`config.mk`:
```
export PLATFORM = sky130hd
export DESIGN_NAME = triple_clap_detector
export DESIGN_NICKNAME = d
export VERILOG_FILES = /design/src/hw/rtl/tcd_pkg.sv /design/src/hw/rtl/tcd_csr.sv /design/src/hw/rtl/tcd_eval.sv /design/src/hw/rtl/triple_clap_detector.sv
export SDC_FILE = /design/constraint.sdc
export NUM_CORES = 1
export LEC_CHECK = 0
export BUFFER_PORTS_ARGS = -buffer_cell sky130_fd_sc_hd__buf_4
export CAP_MARGIN = 20
export CORE_MARGIN = 2
export CORE_UTILIZATION = 35
export CTS_BUF_LIST = sky130_fd_sc_hd__clkbuf_4 sky130_fd_sc_hd__clkbuf_8
export DETAILED_ROUTE_END_ITERATION = 8
export GPL_TIMING_DRIVEN = 0
export SETUP_SLACK_MARGIN = 0.3
export SLEW_MARGIN = 20
export SYNTH_ARGS = -nofsm -noshare
export SYNTH_HDL_FRONTEND = slang
export SYNTH_SLANG_ARGS = --single-unit
```
`constraint.sdc`:
```
create_clock -name clock -period 14.5 [get_ports clock]
set_clock_uncertainty 0.05 [all_clocks]
set_input_delay 0.725 -clock clock [delete_from_list [all_inputs] [get_ports clock]]
set_output_delay 0.725 -clock clock [all_outputs]
set_load 0.02 [all_outputs]
```
`src/hw/rtl/tcd_pkg.sv`:
```
// Package for the clap detector: configuration, state and result types,
// register indexes, reset values and the amplitude helper. No dependencies.
package tcd_pkg;

   localparam int SAMPLE_SHIFT = 14;
   localparam int PEAK_W       = 18;
   localparam int TIME_W       = 32;
   localparam int HOLD_W       = 16;
   localparam int COUNT_W      = 4;
   localparam int WORD_W       = 32;
   localparam int CSR_IDX_W    = 3;
   localparam int CSR_DATA_W   = 18;

   localparam logic [PEAK_W-1:0] PEAK_MAX       = '1;
   localparam logic [TIME_W-1:0] SHORT_EVENT_MS = 32'd5;

   // Register indexes.
   localparam logic [CSR_IDX_W-1:0] CSR_NOISE_THRESHOLD   = 3'd0;
   localparam logic [CSR_IDX_W-1:0] CSR_SILENCE_HOLD_MS   = 3'd1;
   localparam logic [CSR_IDX_W-1:0] CSR_MAX_CLAP_MS       = 3'd2;
   localparam logic [CSR_IDX_W-1:0] CSR_IMPULSE_MIN_AMPL  = 3'd3;
   localparam logic [CSR_IDX_W-1:0] CSR_MAX_SEQUENCE_MS   = 3'd4;
   localparam logic [CSR_IDX_W-1:0] CSR_COOLDOWN_MS       = 3'd5;
   localparam logic [CSR_IDX_W-1:0] CSR_CLAPS_NEEDED      = 3'd6;

   // Reset values of the registers.
   localparam logic [PEAK_W-1:0]  RST_NOISE_THRESHOLD  = 18'd3000;
   localparam logic [HOLD_W-1:0]  RST_SILENCE_HOLD_MS  = 16'd50;
   localparam logic [HOLD_W-1:0]  RST_MAX_CLAP_MS      = 16'd60;
   localparam logic [PEAK_W-1:0]  RST_IMPULSE_MIN_AMPL = 18'd10000;
   localparam logic [HOLD_W-1:0]  RST_MAX_SEQUENCE_MS  = 16'd2000;
   localparam logic [HOLD_W-1:0]  RST_COOLDOWN_MS      = 16'd1500;
   localparam logic [COUNT_W-1:0] RST_CLAPS_NEEDED     = 4'd3;

   typedef struct packed {
      logic [PEAK_W-1:0]  noise_threshold;
      logic [HOLD_W-1:0]  silence_hold_ms;
      logic [HOLD_W-1:0]  max_clap_ms;
      logic [PEAK_W-1:0]  impulse_min_amplitude;
      logic [HOLD_W-1:0]  max_sequence_ms;
      logic [HOLD_W-1:0]  cooldown_ms;
      logic [COUNT_W-1:0] claps_needed;
   } cfg_type;

   // Detector state carried from batch to batch (the running batch peak
   // lives in the top level).
   typedef struct packed {
      logic               event_active;
      logic [TIME_W-1:0]  event_start_ms;
      logic [TIME_W-1:0]  last_loud_ms;
      logic [PEAK_W-1:0]  event_peak;
      logic [COUNT_W-1:0] clap_count;
      logic [TIME_W-1:0]  first_clap_ms;
      logic               light_state;
      logic               cooling;
      logic [TIME_W-1:0]  toggle_ms;
   } state_type;

   typedef struct packed {
      logic               light_on;
      logic               toggled;
      logic               clap_accepted;
      logic [COUNT_W-1:0] claps_so_far;
      logic               batch_skipped;
   } rsp_type;

   // Magnitude of the arithmetically shifted word, saturated to the peak width.
   function automatic logic [PEAK_W-1:0] amplitude_of(input logic [WORD_W-1:0] word);
      logic [WORD_W-1:0] shifted;
      logic [WORD_W-1:0] mag;
      shifted = WORD_W'($signed(word) >>> SAMPLE_SHIFT);
      mag     = word[WORD_W-1] ? (~shifted + 1'b1) : shifted;
      if (mag > WORD_W'(PEAK_MAX)) begin
         amplitude_of = PEAK_MAX;
      end else begin
         amplitude_of = mag[PEAK_W-1:0];
      end
   endfunction

endpackage

```
`src/hw/rtl/tcd_csr.sv`:
```
// Configuration registers of the clap detector, written through a plain
// write port. Depends on tcd_pkg.
module tcd_csr
   import tcd_pkg::*;
(
   input  logic                  clock,
   input  logic                  reset,
   input  logic                  csr_wr_en,
   input  logic [CSR_IDX_W-1:0]  csr_index,
   input  logic [CSR_DATA_W-1:0] csr_wdata,
   output cfg_type               cfg
);

   cfg_type cfg_ff;
   cfg_type cfg_in;

   always_comb begin
      cfg_in = cfg_ff;
      if (csr_wr_en) begin
         unique case (csr_index)
            CSR_NOISE_THRESHOLD:  cfg_in.noise_threshold       = csr_wdata[PEAK_W-1:0];
            CSR_SILENCE_HOLD_MS:  cfg_in.silence_hold_ms       = csr_wdata[HOLD_W-1:0];
            CSR_MAX_CLAP_MS:      cfg_in.max_clap_ms           = csr_wdata[HOLD_W-1:0];
            CSR_IMPULSE_MIN_AMPL: cfg_in.impulse_min_amplitude = csr_wdata[PEAK_W-1:0];
            CSR_MAX_SEQUENCE_MS:  cfg_in.max_sequence_ms       = csr_wdata[HOLD_W-1:0];
            CSR_COOLDOWN_MS:      cfg_in.cooldown_ms           = csr_wdata[HOLD_W-1:0];
            CSR_CLAPS_NEEDED:     cfg_in.claps_needed          = csr_wdata[COUNT_W-1:0];
            default:              cfg_in = cfg_ff;
         endcase
      end
   end

   always_ff @(posedge clock) begin
      if (reset) begin
         cfg_ff.noise_threshold       <= RST_NOISE_THRESHOLD;
         cfg_ff.silence_hold_ms       <= RST_SILENCE_HOLD_MS;
         cfg_ff.max_clap_ms           <= RST_MAX_CLAP_MS;
         cfg_ff.impulse_min_amplitude <= RST_IMPULSE_MIN_AMPL;
         cfg_ff.max_sequence_ms       <= RST_MAX_SEQUENCE_MS;
         cfg_ff.cooldown_ms           <= RST_COOLDOWN_MS;
         cfg_ff.claps_needed          <= RST_CLAPS_NEEDED;
      end else begin
         cfg_ff <= cfg_in;
      end
   end

   assign cfg = cfg_ff;

endmodule

```
`src/hw/rtl/tcd_eval.sv`:
```
// Batch evaluation of the clap detector: cooldown, stale sequence, event
// tracking, clap decision and light toggle. Combinational. Depends on tcd_pkg.
module tcd_eval
   import tcd_pkg::*;
(
   input  cfg_type            cfg,
   input  state_type          state_cur,
   input  logic [PEAK_W-1:0]  peak,
   input  logic [TIME_W-1:0]  now_ms,
   output state_type          state_next,
   output rsp_type            rsp
);

   always_comb begin
      state_type          st;
      logic [TIME_W-1:0]  since_toggle;
      logic [TIME_W-1:0]  since_first;
      logic [TIME_W-1:0]  since_loud;
      logic [TIME_W-1:0]  duration;
      logic [COUNT_W-1:0] need;
      logic               skipped;
      logic               accepted;
      logic               toggled;

      st           = state_cur;
      skipped      = 1'b0;
      accepted     = 1'b0;
      toggled      = 1'b0;
      since_toggle = now_ms - state_cur.toggle_ms;
      since_first  = now_ms - state_cur.first_clap_ms;
      need         = (cfg.claps_needed == '0) ? COUNT_W'(1) : cfg.claps_needed;
      since_loud   = '0;
      duration     = '0;

      if (st.cooling && (since_toggle < TIME_W'(cfg.cooldown_ms))) begin
         skipped = 1'b1;
      end else begin
         st.cooling = 1'b0;
         if ((st.clap_count != '0) && (since_first > TIME_W'(cfg.max_sequence_ms))) begin
            st.clap_count = '0;
         end

         if (peak > cfg.noise_threshold) begin
            if (!st.event_active) begin
               st.event_active   = 1'b1;
               st.event_start_ms = now_ms;
               st.event_peak     = peak;
            end
            st.last_loud_ms = now_ms;
            if (peak > st.event_peak) begin
               st.event_peak = peak;
            end
         end

         since_loud = now_ms - st.last_loud_ms;
         duration   = st.last_loud_ms - st.event_start_ms;
         if (st.event_active && (since_loud > TIME_W'(cfg.silence_hold_ms))) begin
            st.event_active = 1'b0;
            if ((duration >= SHORT_EVENT_MS) && (duration <= TIME_W'(cfg.max_clap_ms))) begin
               accepted = 1'b1;
            end else if ((duration < SHORT_EVENT_MS) &&
                         (st.event_peak > cfg.impulse_min_amplitude)) begin
               accepted = 1'b1;
            end

            if (accepted) begin
               st.clap_count = st.clap_count + 1'b1;
               if (st.clap_count == COUNT_W'(1)) begin
                  st.first_clap_ms = now_ms;
               end
               if (st.clap_count >= need) begin
                  st.light_state = !st.light_state;
                  st.clap_count  = '0;
                  st.cooling     = 1'b1;
                  st.toggle_ms   = now_ms;
                  toggled        = 1'b1;
               end
            end
         end
      end

      state_next        = st;
      rsp.light_on      = st.light_state;
      rsp.toggled       = toggled;
      rsp.clap_accepted = accepted;
      rsp.claps_so_far  = st.clap_count;
      rsp.batch_skipped = skipped;
   end

endmodule

```
`src/hw/rtl/triple_clap_detector.sv`:
```
// Top level of the clap detector: request register, peak tracking, state
// registers and response register. Depends on tcd_pkg, tcd_csr and tcd_eval.
//
// The block takes one microphone request per clock cycle unless it is stalled
// as described below. Each request is captured in an input register; in the
// following cycle its amplitude (the word shifted right arithmetically by 14,
// taken as a magnitude and saturated to 18 bits) updates the running batch
// peak. A request with batch_end set also evaluates the batch against the
// detector state when it leaves the input register and loads exactly one
// response into the output register; requests without batch_end produce no
// response. The output register lets new requests enter while a response waits
// to be taken. The block stops accepting requests only when a batch-end request
// sits in the input register and the previous response has not yet been taken,
// and req_ready then follows rsp_ready in the same cycle. Configuration
// registers are written through the csr_ port at any clock edge with csr_wr_en
// high; writes to an index beyond the seven registers are ignored. Change
// configuration only while no request is in flight.
module triple_clap_detector
   import tcd_pkg::*;
(
   input  logic                  clock,
   input  logic                  reset,

   input  logic                  req_valid,
   output logic                  req_ready,
   input  logic [WORD_W-1:0]     req_sample_word,
   input  logic                  req_batch_end,
   input  logic [TIME_W-1:0]     req_now_ms,

   output logic                  rsp_valid,
   input  logic                  rsp_ready,
   output logic                  rsp_light_on,
   output logic                  rsp_toggled,
   output logic                  rsp_clap_accepted,
   output logic [COUNT_W-1:0]    rsp_claps_so_far,
   output logic                  rsp_batch_skipped,

   input  logic                  csr_wr_en,
   input  logic [CSR_IDX_W-1:0]  csr_index,
   input  logic [CSR_DATA_W-1:0] csr_wdata
);

   cfg_type cfg;

   tcd_csr u_csr (
      .clock     (clock),
      .reset     (reset),
      .csr_wr_en (csr_wr_en),
      .csr_index (csr_index),
      .csr_wdata (csr_wdata),
      .cfg       (cfg)
   );

   // Input register. Only the valid bit needs a reset.
   logic              s1_valid_ff;
   logic              s1_valid_in;
   logic [WORD_W-1:0] s1_word_ff;
   logic              s1_end_ff;
   logic [TIME_W-1:0] s1_now_ff;

   // Running batch peak and the detector state.
   logic [PEAK_W-1:0] batch_peak_ff;
   logic [PEAK_W-1:0] batch_peak_in;
   state_type         state_ff;
   state_type         state_in;

   // Response register.
   logic              rsp_valid_ff;
   logic              rsp_valid_in;
   rsp_type           rsp_ff;
   rsp_type           rsp_in;

   logic              s1_advance;
   logic              s1_step;
   logic              rsp_load;
   logic              req_take;
   logic [PEAK_W-1:0] amp;
   logic [PEAK_W-1:0] peak;
   state_type         state_eval;
   rsp_type           rsp_eval;

   // A request without batch end never produces a response, so it can always
   // leave the input register. A batch-end request needs room in the output
   // register, which is there when it is empty or being emptied this cycle.
   assign s1_advance = !s1_end_ff || !rsp_valid_ff || rsp_ready;
   assign s1_step    = s1_valid_ff && s1_advance;
   assign rsp_load   = s1_step && s1_end_ff;
   assign req_ready  = !s1_valid_ff || s1_advance;
   assign req_take   = req_valid && req_ready;

   assign s1_valid_in = req_take || (s1_valid_ff && !s1_advance);

   // The batch peak seen by the evaluation includes the closing sample.
   assign amp  = amplitude_of(s1_word_ff);
   assign peak = (amp > batch_peak_ff) ? amp : batch_peak_ff;

   tcd_eval u_eval (
      .cfg        (cfg),
      .state_cur  (state_ff),
      .peak       (peak),
      .now_ms     (s1_now_ff),
      .state_next (state_eval),
      .rsp        (rsp_eval)
   );

   always_comb begin
      batch_peak_in = batch_peak_ff;
      state_in      = state_ff;
      if (s1_step) begin
         if (s1_end_ff) begin
            batch_peak_in = '0;
            state_in      = state_eval;
         end else begin
            batch_peak_in = peak;
         end
      end
   end

   always_comb begin
      rsp_in       = rsp_ff;
      rsp_valid_in = rsp_valid_ff && !rsp_ready;
      if (rsp_load) begin
         rsp_in       = rsp_eval;
         rsp_valid_in = 1'b1;
      end
   end

   always_ff @(posedge clock) begin
      if (reset) begin
         s1_valid_ff   <= 1'b0;
         batch_peak_ff <= '0;
         state_ff      <= '0;
         rsp_valid_ff  <= 1'b0;
      end else begin
         s1_valid_ff   <= s1_valid_in;
         batch_peak_ff <= batch_peak_in;
         state_ff      <= state_in;
         rsp_valid_ff  <= rsp_valid_in;
      end
   end

   always_ff @(posedge clock) begin
      if (req_take) begin
         s1_word_ff <= req_sample_word;
         s1_end_ff  <= req_batch_end;
         s1_now_ff  <= req_now_ms;
      end
      rsp_ff <= rsp_in;
   end

   assign rsp_valid         = rsp_valid_ff;
   assign rsp_light_on      = rsp_ff.light_on;
   assign rsp_toggled       = rsp_ff.toggled;
   assign rsp_clap_accepted = rsp_ff.clap_accepted;
   assign rsp_claps_so_far  = rsp_ff.claps_so_far;
   assign rsp_batch_skipped = rsp_ff.batch_skipped;

endmodule

```
**Word-level counts from Yosys, hierarchy flattened**

Cells that the tools add are included.
Widths: inputs -> output; s select.

- Register bits after elaboration: 350
- Input port bits: 91
- Output and inout bits: 10
- Word-level logic and storage cells: 120

- Add/subtract/negate cells: 6
- Magnitude comparators: 12
- Eq/ne operators: 7
- Multiplexer cells: 28
- Bitwise logic cells: 4
- Reductions and logical operators: 36

Operators with widths:

| kind | number |
|---|---|
| $mux 70 | 3 |
| $mux 83 | 2 |
| $sub 32x32->32 | 4 |
| $mux 18 | 7 |
| $mux 32 | 3 |
| $gt 18x18->1 | 4 |
| $gt 32x16->1 | 2 |
| $mux 34 | 1 |
| $add 32x1->32 const B | 1 |
| $ge 32x3->1 const B | 1 |
| $gt 32x18->1 const B | 1 |
| $le 32x16->1 | 1 |
| $lt 32x16->1 | 1 |
| $lt 32x3->1 const B | 1 |
| $not 32->32 | 1 |
| $mux 4 | 4 |
| $reduce_and 2->1 | 8 |
| $reduce_and 6->1 | 2 |
| $logic_and 1x1->1 | 10 |
| $eq 3x3->1 const B | 3 |
| $mux 1 | 8 |
| $eq 3x2->1 const B | 2 |
| $logic_not 1->1 | 6 |
| $add 4x1->4 const B | 1 |
| 11 further kinds | 16 |

**Longest topological paths before layout**

- Word-level depth: 24
- Mapped depth: 57
- Mapped depth without buffers: 51

**Cells and area by module**

Synthesis repeated with hierarchy kept, for this count alone.

- Cells, all modules: 3489
- Area, all modules: 27555.2 um^2

Modules (own cells, without submodules):

| module | times used | cells an instance | area an instance (um^2) | seq. area each (um^2) |
|---|---|---|---|---|
| tcd_eval | 1 | 2136 | 14587.7 | 0.0 |
| triple_clap_detector | 1 | 970 | 8832.2 | 5235.0 |
| tcd_csr | 1 | 383 | 4135.2 | 2082.0 |

**Least setup slack after synthesis**

Ideal clock, no wire load.

- Kind: reg-to-reg
- Start: register s1_word_ff[18]
- End: register state_ff[1] in the netlist's numbering
- Library setup time: 0.128 ns
- Data arrival time: 12.540 ns
- Data required time: 14.322 ns
- Path slack: 1.782 ns
- Stages on the path, launching flop included: 48
- Buffers on the path: 6
- Clock period less this slack: 12.718 ns
- Cells stage by stage: edfxtp_1 > or4_1 > or4_1 > or2_2 > or3_1 > or3_1 > nor4b_1 > ha_1 > nand3_1 > nor4_1 > nand2_1 > o221ai_1 > a31oi_1 > clkbuf_1 > mux2_2 > ha_1 > a211oi_1 > nor2_1 > [12 not listed] > nor4_1 > a211oi_1 > and3_1 > o311ai_1 > inv_1 > ha_1 > and4_1 > nand2_1 > or3_1 > o32a_1 > a41oi_1 > a31oi_1 > or4_4 > nor4_2 > buf_4 > buf_8 > mux2i_1 > nor2_1

- Cells in the longest elaborated chain, start to end: 21
- Elaborated cells between the ends (all ways): 30
- Classes of those cells: add/sub (3); order compare (9); mux (13); bitwise (1); reduce/logical (4)

Ends and longest elaborated chain:

| element | line | RTL |
|---|---|---|
| from (decl) | triple_clap_detector.sv:57 | `logic [WORD_W-1:0] s1_word_ff;` |
| from (signal assigned) | triple_clap_detector.sv:144 | `s1_word_ff <= req_sample_word;` |
| $not 32->32 | tcd_pkg.sv:72 | `mag = word[WORD_W-1] ? (~shifted + 1'b1) : shifted;` |
| $add 32x1->32 | tcd_pkg.sv:72 |  |
| $mux 32 * | tcd_pkg.sv:72 |  |
| $gt 32x18->1 | tcd_pkg.sv:73 | `if (mag > WORD_W'(PEAK_MAX)) begin` |
| $mux 18 * | tcd_pkg.sv:73 |  |
| $gt 18x18->1 | triple_clap_detector.sv:95 | `assign peak = (amp > batch_peak_ff) ? amp : batch_peak_ff;` |
| $mux 18 * | triple_clap_detector.sv:95 |  |
| $mux 18 | tcd_eval.sv:44 | `if (!st.event_active) begin` |
| $mux 18 | tcd_eval.sv:43 | `if (peak > cfg.noise_threshold) begin` |
| $mux 18 | tcd_eval.sv:35 | `if (st.cooling && (since_toggle < TIME_W'(cfg.cooldown_ms))) begin` |
| $gt 18x18->1 | tcd_eval.sv:50 | `if (peak > st.event_peak) begin` |
| $mux 18 | tcd_eval.sv:50 |  |
| $mux 83 * | tcd_eval.sv:43 |  |
| $mux 83 * | tcd_eval.sv:35 |  |
| branches (longest 6 deep; another with $sub 32x32->32) | n/a |  |
| $reduce_and 6->1 (no line) * | n/a |  |
| to (signal assigned) | triple_clap_detector.sv:137 | `state_ff <= state_in;` |
| to (decl) | triple_clap_detector.sv:64 | `state_type state_ff;` |

Every way passes the cells marked *. The select of a mux whose other input is x is not followed.
A chain may end at the register's enable or synchronous reset.

**Final worst setup path**

- Start: register s1_word_ff[18]
- End: register state_ff[3] in the netlist's numbering

Same word-level chain as after synthesis.

==> run metrics <==
FF+latch count, synth=336; Largest stage delay, worst path=0.71 ns; post-detail-place hpwl=61,000 um; Crit path required time=14.96 ns; Routed Wire Length=77,700 um; max_cap viols=0; Vias/cell=5.36; Residual DRC=0; Synth Area in Adders=0.135; clock slew at reported path FFs=0.06 ns; final hold vios=0; area of the core=70,100 um^2; CP dominant cell by count=ha_1; remaining antenna violation count=0; RSZ-0062 raised after global routing=false; CTS root buf=clkbuf_8; largest family of logic cells by synthesized area=compound AO/OA/AOI/OAI gates; Ports=101; Max clock buf depth=3; main area contributors after synthesis=dfxtp_1 (22%), ha_1 (13%), edfxtp_1 (7.1%), mux2i_1 (6.2%), a21oi_1 (4.5%); synth unique cells=88; cell area after layout=28,200 um^2; WL/cell=18.6 um; Area growth syn-to-layout=13.6%; post-synth top area share=0.223; max-slew violation count=0; num rows=97; All-Layer GR Usage=0.207; initial antenna violation count=3; Post-Place Cell Area=26,800 um^2; Post-synth EDFFs=59; via count=22,400; TritonCTS Buffers=61; CP startpoint=s1_word_ff[18]$_DFFE_PP_; post-synthesis async set-or-reset flop share=0; Post-Synth Simple-Gate Area=0.192; full die area=73,200 um^2; Max IR drop VDD=0.0000741 V; final hold slack=0.141 ns; GRT overflow=0; Synth Area in Compound Gates=0.202; register area share after synthesis=0.294; drt initial violations=1,788; status=finished clean; YS warnings=0; Final period util=0.933; Final setup viols=0; Slowest cell on crit path=or4_4; FMAX=73.9 MHz; Netlist Area Pre-Place=24,900 um^2; post-synth top area cell=dfxtp_1; r2r startpoint=s1_word_ff[18]$_DFFE_PP_; Slew @ Worst Pin=1.14 ns; crit path max fanout=10; Syn Inst Count=3,028; slew margin rel.=0.240; Skew-Pair Late Insertion Delay=0.71 ns; mux share of post-synthesis cell area=0.0828; H-tree depth=2; first-pass GRT wire length=119,000 um; fin util=0.403; TritonCTS Sinks=336; Die Width=271 um; min-delay worst type=in2reg; Hold Startpoint=req_sample_word[30]; Lkg Pwr=11.4 nW; Pre-antenna DRT Iters=5; Setup CP Type=reg2reg; Syn Nets=3,384; crit path DAT=13.99 ns; die height=271 um; Nets=3,540; Port-buffer cells=84; share of layout cells above drive strength 1=0.0916; hold-fix buffers at CTS=0; predominant post-synthesis flop cell=dfxtp_1; routability congestion estimate=0.921; Initial Utilization=0.355; Synth Area in XOR/XNOR=0.0319; Worst Setup Start Kind=flip-flop; Avg Cell Area, Syn=8.21 um^2; min Tclk post-route=13.53 ns; CTS tree=built; largest net degree at the start of global routing=25; number of global-route vias before repair=21,200; power per cell area=133 nW/um^2; Crit. End Element=flip-flop
-- state kept, by name (all words and copies together), names as in the netlist, 4 cells and up --
| register | flops |
|---|---|
| state_ff | 153 |
| u_csr.cfg | 104 |
| rsp_claps_so_far | 4 |
| batch_peak_ff | 18 |
| s1_word_ff | 18 |
| s1_now_ff | 32 |
-- per-layer routing --
metal	GRT usage	wire [um]
met5	0.00789	83
met4	0.0885	3190
met3	0.0338	4660
met2	0.332	35000
met1	0.272	34800
-- synth_stat cells, types with 53 or more instances --
master / instances
nand2b_1: 97
nand2_1: 280
ha_1: 261
mux2i_1: 155
a21o_1: 74
clkbuf_1: 124
edfxtp_1: 59
a211oi_1: 78
xnor2_1: 61
dfxtp_1: 277
nand3_1: 53
a21oi_1: 226
o21ai_0: 98
nor3_1: 59
inv_1: 259
nor2_1: 280
-- stage by stage --
stage | setup TNS (ns) | total power [W] | worst slack [ns] | std cells
after global placement | -108.34 | 0.00276 | -2.11 | 4052
after floorplan | 0 | 0.00230 | 1.78 | 3028
after detailed placement | -107.77 | 0.00277 | -1.87 | 4055
after global routing | 0 | 0.00403 | 0.329 | 4175
final | 0 | 0.00377 | 0.970 | 4176
after CTS | 0 | 0.00375 | 0.339 | 4168
-- critical path, delay by kind of cell (launching register included) --
| kind | cells | cell delay (ns) |
|---|---|---|
| flip-flops | 1 | 0.45 |
| AO/OA/AOI/OAI | 14 | 3.46 |
| multiplexers | 3 | 1.03 |
| AND/OR/NAND/NOR | 18 | 5.31 |
| buffers and inverters | 8 | 1.74 |
| adder cells (fa/ha/maj) | 4 | 1.28 |
-- path summary, 6_finish.rpt --
check                                                  end  slack, ns  cells past startpoint
worst max-delay path              state_ff[3]$_SDFFE_PP0P_       0.97                     47
worst min-delay path              s1_word_ff[30]$_DFFE_PP_       0.14                      1
worst max register to register    state_ff[3]$_SDFFE_PP0P_       0.97                     47
worst min register to register  u_csr.cfg[60]$_SDFFE_PP0P_       0.40                      2
-- cell type report --
cell class                      instances  area, um^2
Antenna cell                            4        10.0
Buffer                                140         594
Clock buffer                          100        1230
Clock inverter                         11        76.3
Fill cell                            7294       41900
Inverter                              259         972
Multi-Input combinational cell       2293       16100
Sequential cell                       336        7320
Tap cell                              940        1180
Timing Repair Buffer                   93         738
-- repair_timing --
item	in CTS	in global routing
pin swaps	1	1
gates resized for setup	15	16
endpoints found under the setup margin	78	77
buffers inserted	2	4
-- cell families (layout without fill, tap and decap cells) --
group,after synthesis,in the layout
fa+ha+maj,265,265
buf+inv,399,603
flops,336,336
simple gates,987,987
other cells,0,4
compound gates,752,752
xor+xnor,89,89
mux,200,200
-- report_power, final --
part | internal [W] | total (W) | switching (W)
Sequential | 0.000982 | 0.00101 | 0.0000326
Clock | 0.000537 | 0.000962 | 0.000425
Combinational | 0.000704 | 0.00179 | 0.00109
Total | 0.00222 | 0.00377 | 0.00155
-- cells in the final DEF (no fill, tap or decap), types with 13 or more instances in the layout --
cell type | netlist | layout
nand4_1 | 46 | 46
o31ai_1 | 17 | 17
a31oi_1 | 20 | 17
nand3_1 | 53 | 53
edfxtp_1 | 59 | 59
clkbuf_1 | 124 | 120
ha_1 | 261 | 261
xnor2_1 | 61 | 61
nand3b_1 | 15 | 15
and3_1 | 27 | 27
xor2_1 | 27 | 27
and2_1 | 13 | 13
o21bai_1 | 14 | 14
inv_1 | 259 | 259
clkbuf_4 | 0 | 25
a211o_1 | 27 | 27
or3_1 | 18 | 18
mux2_2 | 45 | 45
o21a_1 | 38 | 38
nor3_1 | 59 | 58
buf_4 | 4 | 97
nor4_1 | 14 | 13
dfxtp_1 | 277 | 277
a21oi_1 | 226 | 226
a21o_1 | 74 | 74
clkbuf_8 | 0 | 77
nor2_1 | 280 | 278
a211oi_1 | 78 | 78
nand2_1 | 280 | 280
o21ai_0 | 98 | 97
nand2b_1 | 97 | 97
nor2b_1 | 32 | 32
a22oi_1 | 23 | 23
mux2i_1 | 155 | 153
Power figures use the tool's default switching activity.
